### src/rtl/utf8v_pkg.sv
// Shared types and constants for the UTF-8 sequence validator.
package utf8v_pkg;

	typedef enum logic [2:0] {
		ST_OK        = 3'd0,
		ST_BAD_LEAD  = 3'd1,
		ST_BAD_CONT  = 3'd2,
		ST_TRUNC     = 3'd3,
		ST_AFTER_ERR = 3'd4
	} status_t;

	typedef struct packed {
		logic [2:0] bytes_remaining;
		logic [2:0] current_length;
		logic [7:0] second_byte_min;
		logic       at_second_byte;
		logic       error_seen;
	} state_t;

	typedef struct packed {
		logic       char_end;
		logic [2:0] char_length;
		status_t    status;
		logic       string_valid;
	} res_t;

	localparam logic [7:0] CONT_MIN    = 8'h80;
	localparam logic [7:0] LEAD2_MIN   = 8'hC2;
	localparam logic [7:0] LEAD3_MIN   = 8'hE0;
	localparam logic [7:0] LEAD4_MIN   = 8'hF0;
	localparam logic [7:0] LEAD5_MIN   = 8'hF8;
	localparam logic [7:0] LEAD6_MIN   = 8'hFC;
	localparam logic [7:0] LEAD_BAD    = 8'hFE;
	localparam logic [7:0] CONT_MASK   = 8'hC0;
	localparam logic [7:0] SEC_MIN_3   = 8'hA0;
	localparam logic [7:0] SEC_MIN_4   = 8'h90;
	localparam logic [7:0] SEC_MIN_5   = 8'h88;
	localparam logic [7:0] SEC_MIN_6   = 8'h84;

	localparam state_t STATE_RESET = '{
		bytes_remaining: 3'd0,
		current_length:  3'd0,
		second_byte_min: CONT_MIN,
		at_second_byte:  1'b0,
		error_seen:      1'b0
	};

endpackage

### src/rtl/utf8_sequence_validator.sv
// Top level of the UTF-8 sequence validator: input register, decode, result register.
// Usage:
//   Slave channel s_* carries one byte of text per item in s_tdata, with s_tlast
//   on the final byte of each string. Master channel m_* returns exactly one
//   result item per input byte, in order, with m_tlast echoing s_tlast.
//   m_tdata bit 0 flags a completed character, bits 3:1 give its length (1..6,
//   0 if none), bits 6:4 the status (ok, bad lead, bad continuation/overlong,
//   truncated, after error) and bit 7 is set on a final byte of a valid string.
// Timing:
//   An accepted byte passes through the input register, then the result register. One byte
//   per cycle is sustained while m_tready stays high; the decode between the
//   two registers is a handful of byte compares and a 3-bit decrement.
// Reset:
//   arst_n clears both stage valids and the decode context; the first byte after
//   reset is treated as the start of a new string.
// Backpressure:
//   When m_tready is low the result holds; the input register accepts one more item
//   if it is empty, after which s_tready drops until the result is taken.
module utf8_sequence_validator (
	input  logic       clk,
	input  logic       arst_n,
	input  logic       s_tvalid,
	output logic       s_tready,
	input  logic [7:0] s_tdata,   // [7:0] data_byte
	input  logic       s_tlast,   // last_byte
	output logic       m_tvalid,
	input  logic       m_tready,
	output logic [7:0] m_tdata,   // [0] char_end, [3:1] char_length, [6:4] status,
	                              // [7] string_valid
	output logic       m_tlast    // string_end
);

	logic              valid_s1;
	logic [7:0]        byte_s1;
	logic              last_s1;
	logic              valid_s2;
	utf8v_pkg::res_t   res_s2;
	logic              last_s2;
	utf8v_pkg::state_t state_q;
	utf8v_pkg::state_t state_nxt;
	utf8v_pkg::res_t   res_nxt;
	logic              adv_s2;
	logic              adv_s1;

	assign adv_s2   = !valid_s2 || m_tready;
	assign adv_s1   = !valid_s1 || adv_s2;
	assign s_tready = adv_s1;

	utf8v_step u_step (
		.cur       (state_q),
		.data_byte (byte_s1),
		.last_byte (last_s1),
		.nxt       (state_nxt),
		.res       (res_nxt)
	);

	always_ff @(posedge clk or negedge arst_n) begin
		if (!arst_n) begin
			valid_s1 <= 1'b0;
		end else if (adv_s1) begin
			valid_s1 <= s_tvalid;
		end
	end

	always_ff @(posedge clk) begin
		if (adv_s1 && s_tvalid) begin
			byte_s1 <= s_tdata;
			last_s1 <= s_tlast;
		end
	end

	// advance context only when the stage-1 item moves into the result register
	always_ff @(posedge clk or negedge arst_n) begin
		if (!arst_n) begin
			valid_s2 <= 1'b0;
			state_q  <= utf8v_pkg::STATE_RESET;
		end else if (adv_s2) begin
			valid_s2 <= valid_s1;
			if (valid_s1) state_q <= state_nxt;
		end
	end

	always_ff @(posedge clk) begin
		if (adv_s2 && valid_s1) begin
			res_s2  <= res_nxt;
			last_s2 <= last_s1;
		end
	end

	assign m_tvalid = valid_s2;
	assign m_tdata  = {res_s2.string_valid, res_s2.status, res_s2.char_length,
	                   res_s2.char_end};
	assign m_tlast  = last_s2;

`ifndef SYNTHESIS
	a_len_matches_end: assert property (@(posedge clk) disable iff (!arst_n)
		m_tvalid |-> (m_tdata[0] == (m_tdata[3:1] != 3'd0)))
		else $error("char_length disagrees with char_end");

	a_valid_only_ok_last: assert property (@(posedge clk) disable iff (!arst_n)
		(m_tvalid && m_tdata[7]) |-> (m_tlast && (m_tdata[6:4] == utf8v_pkg::ST_OK)))
		else $error("string_valid on a non-final or failing byte");

	a_no_open_char_after_err: assert property (@(posedge clk) disable iff (!arst_n)
		(state_q.bytes_remaining != 3'd0) |->
		(!state_q.error_seen && (state_q.bytes_remaining < 3'd6)))
		else $error("open character inconsistent with error state");

	a_clear_after_last: assert property (@(posedge clk) disable iff (!arst_n)
		(valid_s1 && adv_s2 && last_s1) |=> (state_q == utf8v_pkg::STATE_RESET))
		else $error("context not cleared after final byte");
`endif

endmodule

### src/rtl/utf8v_step.sv
// Per-byte decode: lead and continuation checks, next state and result fields.
module utf8v_step (
	input  utf8v_pkg::state_t cur,
	input  logic [7:0]        data_byte,
	input  logic              last_byte,
	output utf8v_pkg::state_t nxt,
	output utf8v_pkg::res_t   res
);

	logic [2:0] lead_len;
	logic [7:0] lead_min;
	logic       cont_ok;
	logic [2:0] rem_dec;

	// classify a lead byte: length 0 means not a legal lead
	always_comb begin
		lead_min = utf8v_pkg::CONT_MIN;
		priority if (data_byte < utf8v_pkg::CONT_MIN) begin
			lead_len = 3'd1;
		end else if (data_byte < utf8v_pkg::LEAD2_MIN) begin
			lead_len = 3'd0;
		end else if (data_byte < utf8v_pkg::LEAD3_MIN) begin
			lead_len = 3'd2;
		end else if (data_byte < utf8v_pkg::LEAD4_MIN) begin
			lead_len = 3'd3;
			if (data_byte == utf8v_pkg::LEAD3_MIN) lead_min = utf8v_pkg::SEC_MIN_3;
		end else if (data_byte < utf8v_pkg::LEAD5_MIN) begin
			lead_len = 3'd4;
			if (data_byte == utf8v_pkg::LEAD4_MIN) lead_min = utf8v_pkg::SEC_MIN_4;
		end else if (data_byte < utf8v_pkg::LEAD6_MIN) begin
			lead_len = 3'd5;
			if (data_byte == utf8v_pkg::LEAD5_MIN) lead_min = utf8v_pkg::SEC_MIN_5;
		end else if (data_byte < utf8v_pkg::LEAD_BAD) begin
			lead_len = 3'd6;
			if (data_byte == utf8v_pkg::LEAD6_MIN) lead_min = utf8v_pkg::SEC_MIN_6;
		end else begin
			lead_len = 3'd0;
		end
	end

	// second byte must also clear the overlong bound
	assign cont_ok = ((data_byte & utf8v_pkg::CONT_MASK) == utf8v_pkg::CONT_MIN) &&
	                 !(cur.at_second_byte && (data_byte < cur.second_byte_min));
	assign rem_dec = cur.bytes_remaining - 3'd1;

	always_comb begin
		nxt              = cur;
		res.char_end     = 1'b0;
		res.char_length  = 3'd0;
		res.status       = utf8v_pkg::ST_OK;
		res.string_valid = 1'b0;
		if (cur.bytes_remaining == 3'd0) begin
			if (cur.error_seen) begin
				res.status = utf8v_pkg::ST_AFTER_ERR;
			end else if (lead_len == 3'd0) begin
				res.status     = utf8v_pkg::ST_BAD_LEAD;
				nxt.error_seen = 1'b1;
			end else if (lead_len == 3'd1) begin
				res.char_end    = 1'b1;
				res.char_length = 3'd1;
			end else if (last_byte) begin
				res.status     = utf8v_pkg::ST_TRUNC;
				nxt.error_seen = 1'b1;
			end else begin
				nxt.bytes_remaining = lead_len - 3'd1;
				nxt.current_length  = lead_len;
				nxt.second_byte_min = lead_min;
				nxt.at_second_byte  = 1'b1;
			end
		end else begin
			if (last_byte && (cur.bytes_remaining > 3'd1)) begin
				res.status          = utf8v_pkg::ST_TRUNC;
				nxt.error_seen      = 1'b1;
				nxt.bytes_remaining = 3'd0;
			end else if (!cont_ok) begin
				res.status          = utf8v_pkg::ST_BAD_CONT;
				nxt.error_seen      = 1'b1;
				nxt.bytes_remaining = 3'd0;
			end else begin
				nxt.bytes_remaining = rem_dec;
				if (rem_dec == 3'd0) begin
					res.char_end    = 1'b1;
					res.char_length = cur.current_length;
				end
			end
			nxt.at_second_byte = 1'b0;
			if (nxt.bytes_remaining == 3'd0) begin
				nxt.current_length  = 3'd0;
				nxt.second_byte_min = utf8v_pkg::CONT_MIN;
			end
		end
		res.string_valid = last_byte && !nxt.error_seen;
		// end of string: drop all context
		if (last_byte) nxt = utf8v_pkg::STATE_RESET;
	end

endmodule
### config.mk
export PLATFORM = sky130hd
export DESIGN_NAME = utf8_sequence_validator
export DESIGN_NICKNAME = d
export VERILOG_FILES = /design/src/rtl/utf8v_pkg.sv /design/src/rtl/utf8_sequence_validator.sv /design/src/rtl/utf8v_step.sv
export SDC_FILE = /design/constraint.sdc
export NUM_CORES = 1
export LEC_CHECK = 0
export BUFFER_PORTS_ARGS = -buffer_cell sky130_fd_sc_hd__buf_2
export CORE_ASPECT_RATIO = 0.6
export CORE_MARGIN = 4
export CORE_UTILIZATION = 57
export DETAILED_ROUTE_END_ITERATION = 8
export PLACE_DENSITY_LB_ADDON = 0.1
export SLEW_MARGIN = 5
export SYNTH_ARGS = -nofsm -noshare
export SYNTH_HDL_FRONTEND = slang
export SYNTH_SLANG_ARGS = --single-unit
### constraint.sdc
create_clock -name clk -period 3.19 [get_ports clk]
set_input_delay 0.638 -clock clk [delete_from_list [all_inputs] [get_ports clk]]
set_output_delay 0.638 -clock clk [all_outputs]
set_load 0.1 [all_outputs]
# Word level (Yosys, flattened, before mapping)
# Cells that the tools add are included.
# totals
ff_bits,36
in_bits,13
output_inout_bits,11
# op_classes
addsub,2
order_cmp,9
eq_ne,9
muxes,45
n_reduce_logical,20
# op_table
cell,n
2-to-1 mux 16 bit,4
"less-than comparator 8 bit, second input constant",7
2-to-1 mux 8 bit,7
2-to-1 mux 3 bit,15
"== test 8 bit, second input constant",4
2-to-1 mux 15 bit,2
2-to-1 mux 4 bit,7
logical NOT 3 bit,4
2-to-1 mux 11 bit,1
"!= test 3 bit, second input constant",3
less-than comparator 8 bit,1
2-to-1 mux 7 bit,1
logical AND 1 bit,6
2-to-1 mux 6 bit,1
AND reduction 6 bit,1
"subtractor 3 x 1 -> 3 bit, second input constant",2
2-to-1 mux 5 bit,1
AND reduction 5 bit,1
logical NOT 1 bit,4
2-to-1 mux 1 bit,4
2-to-1 mux 2 bit,2
"== test 3 x 1 -> 1 bit, second input constant",1
"> comparator 3 x 1 -> 1 bit, second input constant",1
nonzero test 3 bit,1
other kinds (3),4

# Logic depth before layout (Yosys ltp)
# logic_depth
ltp_word,16
mapped_depth,10
depth_no_buf,10

# Modules after synthesis
# A second synthesis with hierarchy kept.
# hier_totals
cells_unflattened,194
hier_area_um2,2165.8
# by_module_without_submodules
module,n_inst,cells_per_inst,area_per_inst_um2,seq_area_each_um2
utf8_sequence_validator,1,60,1282.5,992.2
utf8v_step,1,134,883.3,0.0

# Least setup slack after synthesis
# Ideal clock, no wire load.
# synth_path
kind,register -> register
startpoint,register valid_s2 (netlist: m_tvalid)
endpoint,register byte_s1[0] (enable)
t_arrival_ps,2532
t_required_ps,2903
path_slack_ps,372
path_stages_with_launch,3
path_buffers,0
cell_sequence,dfrtp_1 > nand3b_1 > and2_1
# synth_between
elab_chain_cells,4
# synth_rtl
item,line,source
start: declaration,utf8_sequence_validator.sv:36,logic valid_s2;
start signal: assignment,utf8_sequence_validator.sv:78,valid_s2 <= valid_s1;
logical NOT 1 bit,utf8_sequence_validator.sv:45,assign adv_s2 = !valid_s2 || m_tready;
logical OR 1 bit,utf8_sequence_validator.sv:45,
logical OR 1 bit,utf8_sequence_validator.sv:46,assign adv_s1 = !valid_s1 || adv_s2;
net s_tready,utf8_sequence_validator.sv:23,"output logic s_tready,"
logical AND 1 bit,utf8_sequence_validator.sv:66,if (adv_s1 && s_tvalid) begin
end signal: assignment,utf8_sequence_validator.sv:67,byte_s1 <= s_tdata;
end: declaration,utf8_sequence_validator.sv:34,logic [7:0] byte_s1;
# The timed path passes the listed nets, and every way through them passes these cells.
# A chain may end at the register's enable or synchronous reset.

# Worst setup path in the final report
# layout_path
startpoint,register byte_s1[1]
endpoint,register state_q[11] in the netlist's numbering
# layout_between
elab_chain_cells,14
# layout_rtl
item,line,source
less-than comparator 8 bit,utf8v_step.sv:33,end else if (data_byte < utf8v_pkg::LEAD_BAD) begin
2-to-1 mux 3 bit,utf8v_step.sv:33,
2-to-1 mux 3 bit,utf8v_step.sv:30,end else if (data_byte < utf8v_pkg::LEAD6_MIN) begin
2-to-1 mux 3 bit,utf8v_step.sv:27,end else if (data_byte < utf8v_pkg::LEAD5_MIN) begin
2-to-1 mux 3 bit,utf8v_step.sv:24,end else if (data_byte < utf8v_pkg::LEAD4_MIN) begin
2-to-1 mux 3 bit,utf8v_step.sv:22,end else if (data_byte < utf8v_pkg::LEAD3_MIN) begin
2-to-1 mux 3 bit,utf8v_step.sv:20,end else if (data_byte < utf8v_pkg::LEAD2_MIN) begin
2-to-1 mux 3 bit,utf8v_step.sv:18,priority if (data_byte < utf8v_pkg::CONT_MIN) begin
2-to-1 mux 15 bit,utf8v_step.sv:61,end else if (last_byte) begin
2-to-1 mux 16 bit,utf8v_step.sv:58,end else if (lead_len == 3'd1) begin
2-to-1 mux 15 bit,utf8v_step.sv:55,end else if (lead_len == 3'd0) begin
2-to-1 mux 16 bit,utf8v_step.sv:53,if (cur.error_seen) begin
2-to-1 mux 16 bit,utf8v_step.sv:52,if (cur.bytes_remaining == 3'd0) begin
2-to-1 mux 16 bit,utf8v_step.sv:94,if (last_byte) nxt = utf8v_pkg::STATE_RESET;
end signal: assignment,utf8_sequence_validator.sv:76,state_q <= utf8v_pkg::STATE_RESET;
end signal: assignment,utf8_sequence_validator.sv:79,if (valid_s1) state_q <= state_nxt;
end: declaration,utf8_sequence_validator.sv:39,utf8v_pkg::state_t state_q;
# Parallel ways exist; a longest one is shown, timed or not. The select of a mux whose other input is x is not followed.

==> results.yml <==
synth:
  async_reset_ff_frac: 0.5000
  synth_edf_count: 18
  ys_seq_area_frac: 0.4944
  synth_ff_type: "edfxtp_1"
  ys_ff_latch: 36
  synth_area_per_cell_sq_um: 11.88
  synthSimpleGateAreaFrac: 0.1901
  muxShareOfSynthArea: 0.01309
  synth-xor-area-share: 0.004364
  synth_area_sq_um: 2007
  synth_compound_area_frac: 0.1727
  synth_fa_ha_area_frac: 0.08728
  synth-warning-count: 0
  synth_top_family_by_area: "simple AND/OR/NAND/NOR gates"
  syn_nets: 196
  netlist_instances: 169
  synth_cell_type_count: 60
cts:
  cts_tree: "yes"
  cts_max_path_buffers: 2
  clkTransAtPathRegs_ps: 70
  cts_setup_buffers: 0
  ctsHoldBuffers: 0
  clock_latency_ps: 280
  cts_resized: 0
  cts_root_buffer: "clkbuf_8"
  numCtsBuffers: 5
  cts.sinks: 36
  htreeDepth: 2
pwr:
  switchingPower_uw: 606.2
  ir_drop_v: 0.0004432
  p_per_area_nw_per_um2: 665.9
  p_leak_uw: 0.0009588
  p_clk_frac: 0.216
  seq_power_share: 0.407
  swShare: 0.4049
  combPwrFrac: 0.377
  p_total_uw: 1497
  p_int_uw: 891.1
sta:
  drv_slew: 0
  hold_viol: 0
  finalSetupViolations: 0
  fin_crit_ps: 2763
  clock.fmax_mhz: 361.9
  maxSlewHeadroom: 0.6095
  post-route-period-util: 0.8661
  worst_slack_ps: 427.0
  finClkSkew_ps: 2.047
  tns_ps: 0
  worstMarginPinSlew_ps: 585.7
  rsz0062_at_grt: "no"
global_route:
  grt_pass1_wl_um: 6858
  antenna_found_initial: 0
  grt_overflow_total: 0
  grt_usage: 0.2027
  grt_pass1_vias: 1372
  grt_max_degree: 19
setup_path:
  cp_data_required_time_ps: 3350
  arrival_ps: 2930
  r2r_slack_ps: 430
  r2r-start: "byte_s1[1]$_DFFE_PP_"
  cp-start-kind: "flip-flop"
  path_max_fanout: 11
  setup.worst_path.class: "flip-flop to flip-flop"
  r2r_end: "state_q[11]$_DFFE_PN0P_"
  cp_slowest_cell: "or4_1"
  max_stage_delay_ps: 550
  endpoint_kind: "flip-flop"
  reg2regPathDepth: 8
  cp_cell_sequence: "or4_1 > a21oi_1 > or3_1 > ha_1 > o221a_4 > nor2_8 > o21ai_2 > mux2_2"
floorplanning:
  die_y_um: 53.96
  num_rows: 16
  core_area_sq_um: 3323
  die_area_sq_um: 4565
  dieWidth_um: 84.61
  num_io_pins: 24
  start_util: 0.6039
routing:
  drt_iter0_drc: 212
  dr.pass1.iters: 4
  via_count: 1444
  wirelength_um: 4159
  routedWlPerCell_um: 17.19
  vias_per_cell: 5.967
  ant_nets: 0
  drcViolationCount: 0
run_status:
  outcome: "finished clean"
cells_and_area:
  drive_above_1_share: 0.2487
  final_common_cell: "buf_2"
  layout_common_cells: "buf_2 (23), edfxtp_1 (18), dfrtp_1 (17), inv_1 (15), ha_1 (14)"
  area_growth_pct: 12.03
  final_area_sq_um: 2248
  finalNetCount: 223
  n_antenna_cell: 0
flow_run:
  max_cap_viol_count: 0
place:
  placed_area_sq_um: 2158
  pre_cts_ws_ps: 476.9
  dp_hpwl_um: 3260
  routabilityCongestion: 0.8542
  port_buffers: 23
min_path:
  hold_path_class: "input pin to asynchronous set/reset pin"
==> area by class of cell <==
class	count	area, sq um
tap	45	56.30
inverter	15	56.30
sequential	36	992.2
timing repair buffer	23	115.1
multi-input combinational	115	938.4
fill	260	1075
clock buffer	8	90.09
==> power groups by stage <==
| stage | Sequential (uW) | Combinational (uW) | Clock, uW |
|---|---|---|---|
| 2_1_floorplan | 757 | 305 | 0 |
| 3_5_place_dp | 617 | 556 | 0 |
| 5_1_grt | 616 | 612 | 356 |
| 6_report | 609 | 564 | 324 |
| 3_3_place_gp | 613 | 544 | 0 |
| 4_1_cts | 607 | 560 | 330 |
==> logic make-up after synthesis <==
family	count (synthesis)
buffers and inverters	18
DFF	36
and+or+nand+nor	59
adders and majority gates	14
AOI/OAI and AO/OA	39
muxes	2
xor gates and xnor gates	1
==> worst max-delay path, delay by kind of cell, from the launching register on <==
| family | cells | cell delay [ps] |
|---|---|---|
| compound gates | 3 | 640 |
| flops | 1 | 500 |
| mux | 1 | 400 |
| simple gates | 3 | 820 |
| fa+ha+maj | 1 | 290 |
==> synth_stat cells, types with 3 or more instances <==
cell type,count,area [sq um]
edfxtp_1,18,540.5
o22a_2,3,30.03
nand2b_1,6,37.54
nor2_1,7,26.28
dfrtp_1,17,425.4
and2_1,4,25.02
nand2_1,8,30.03
ha_1,14,175.2
and2_2,3,22.52
nor3_1,4,20.02
o2bb2ai_1,3,26.28
inv_1,15,56.30
nand4_1,3,18.77
o21ai_0,6,30.03
nor2b_1,3,18.77
a21oi_1,4,20.02
==> registers in the layout (all words and copies together), names as in the netlist <==
| signal | flops |
|---|---|
| state_q | 16 |
| m_tdata | 8 |
| byte_s1 | 8 |
| valid_s1 | 1 |
| m_tlast | 1 |
| m_tvalid | 1 |
| last_s1 | 1 |
==> through the flow <==
step                cells  utilization  hold WS [ps]
floorplan             169            -         342.4
finish                242       0.6766         280.9
global placement      234       0.6495         484.2
global route          242       0.6766         300.5
CTS                   242       0.6766         286.5
detailed placement    234       0.6495         473.9
==> metal layers <==
metal / GRT usage / part of all wire / vias to the layer above / routed length [um]
met5: 0 / 0 / - / 0
met4: 0.07105 / 0.0053 / 0 / 22
met3: 0.07951 / 0.10 / 4 / 420
met2: 0.2688 / 0.40 / 67 / 1671
met1: 0.2960 / 0.49 / 686 / 2045
li1: - / - / 687 / -
==> worst max-delay path by stage <==
stage	start	end	slack [ps]
2_1_floorplan	m_tvalid$_DFFE_PN0P_	byte_s1[0]$_DFFE_PP_	370
3_3_place_gp	byte_s1[4]$_DFFE_PP_	state_q[11]$_DFFE_PN0P_	590
3_5_place_dp	byte_s1[1]$_DFFE_PP_	state_q[11]$_DFFE_PN0P_	480
4_1_cts	byte_s1[1]$_DFFE_PP_	state_q[11]$_DFFE_PN0P_	450
5_1_grt	byte_s1[1]$_DFFE_PP_	state_q[11]$_DFFE_PN0P_	330
6_report	byte_s1[1]$_DFFE_PP_	state_q[11]$_DFFE_PN0P_	430
(Power assumes the default switching activity.)
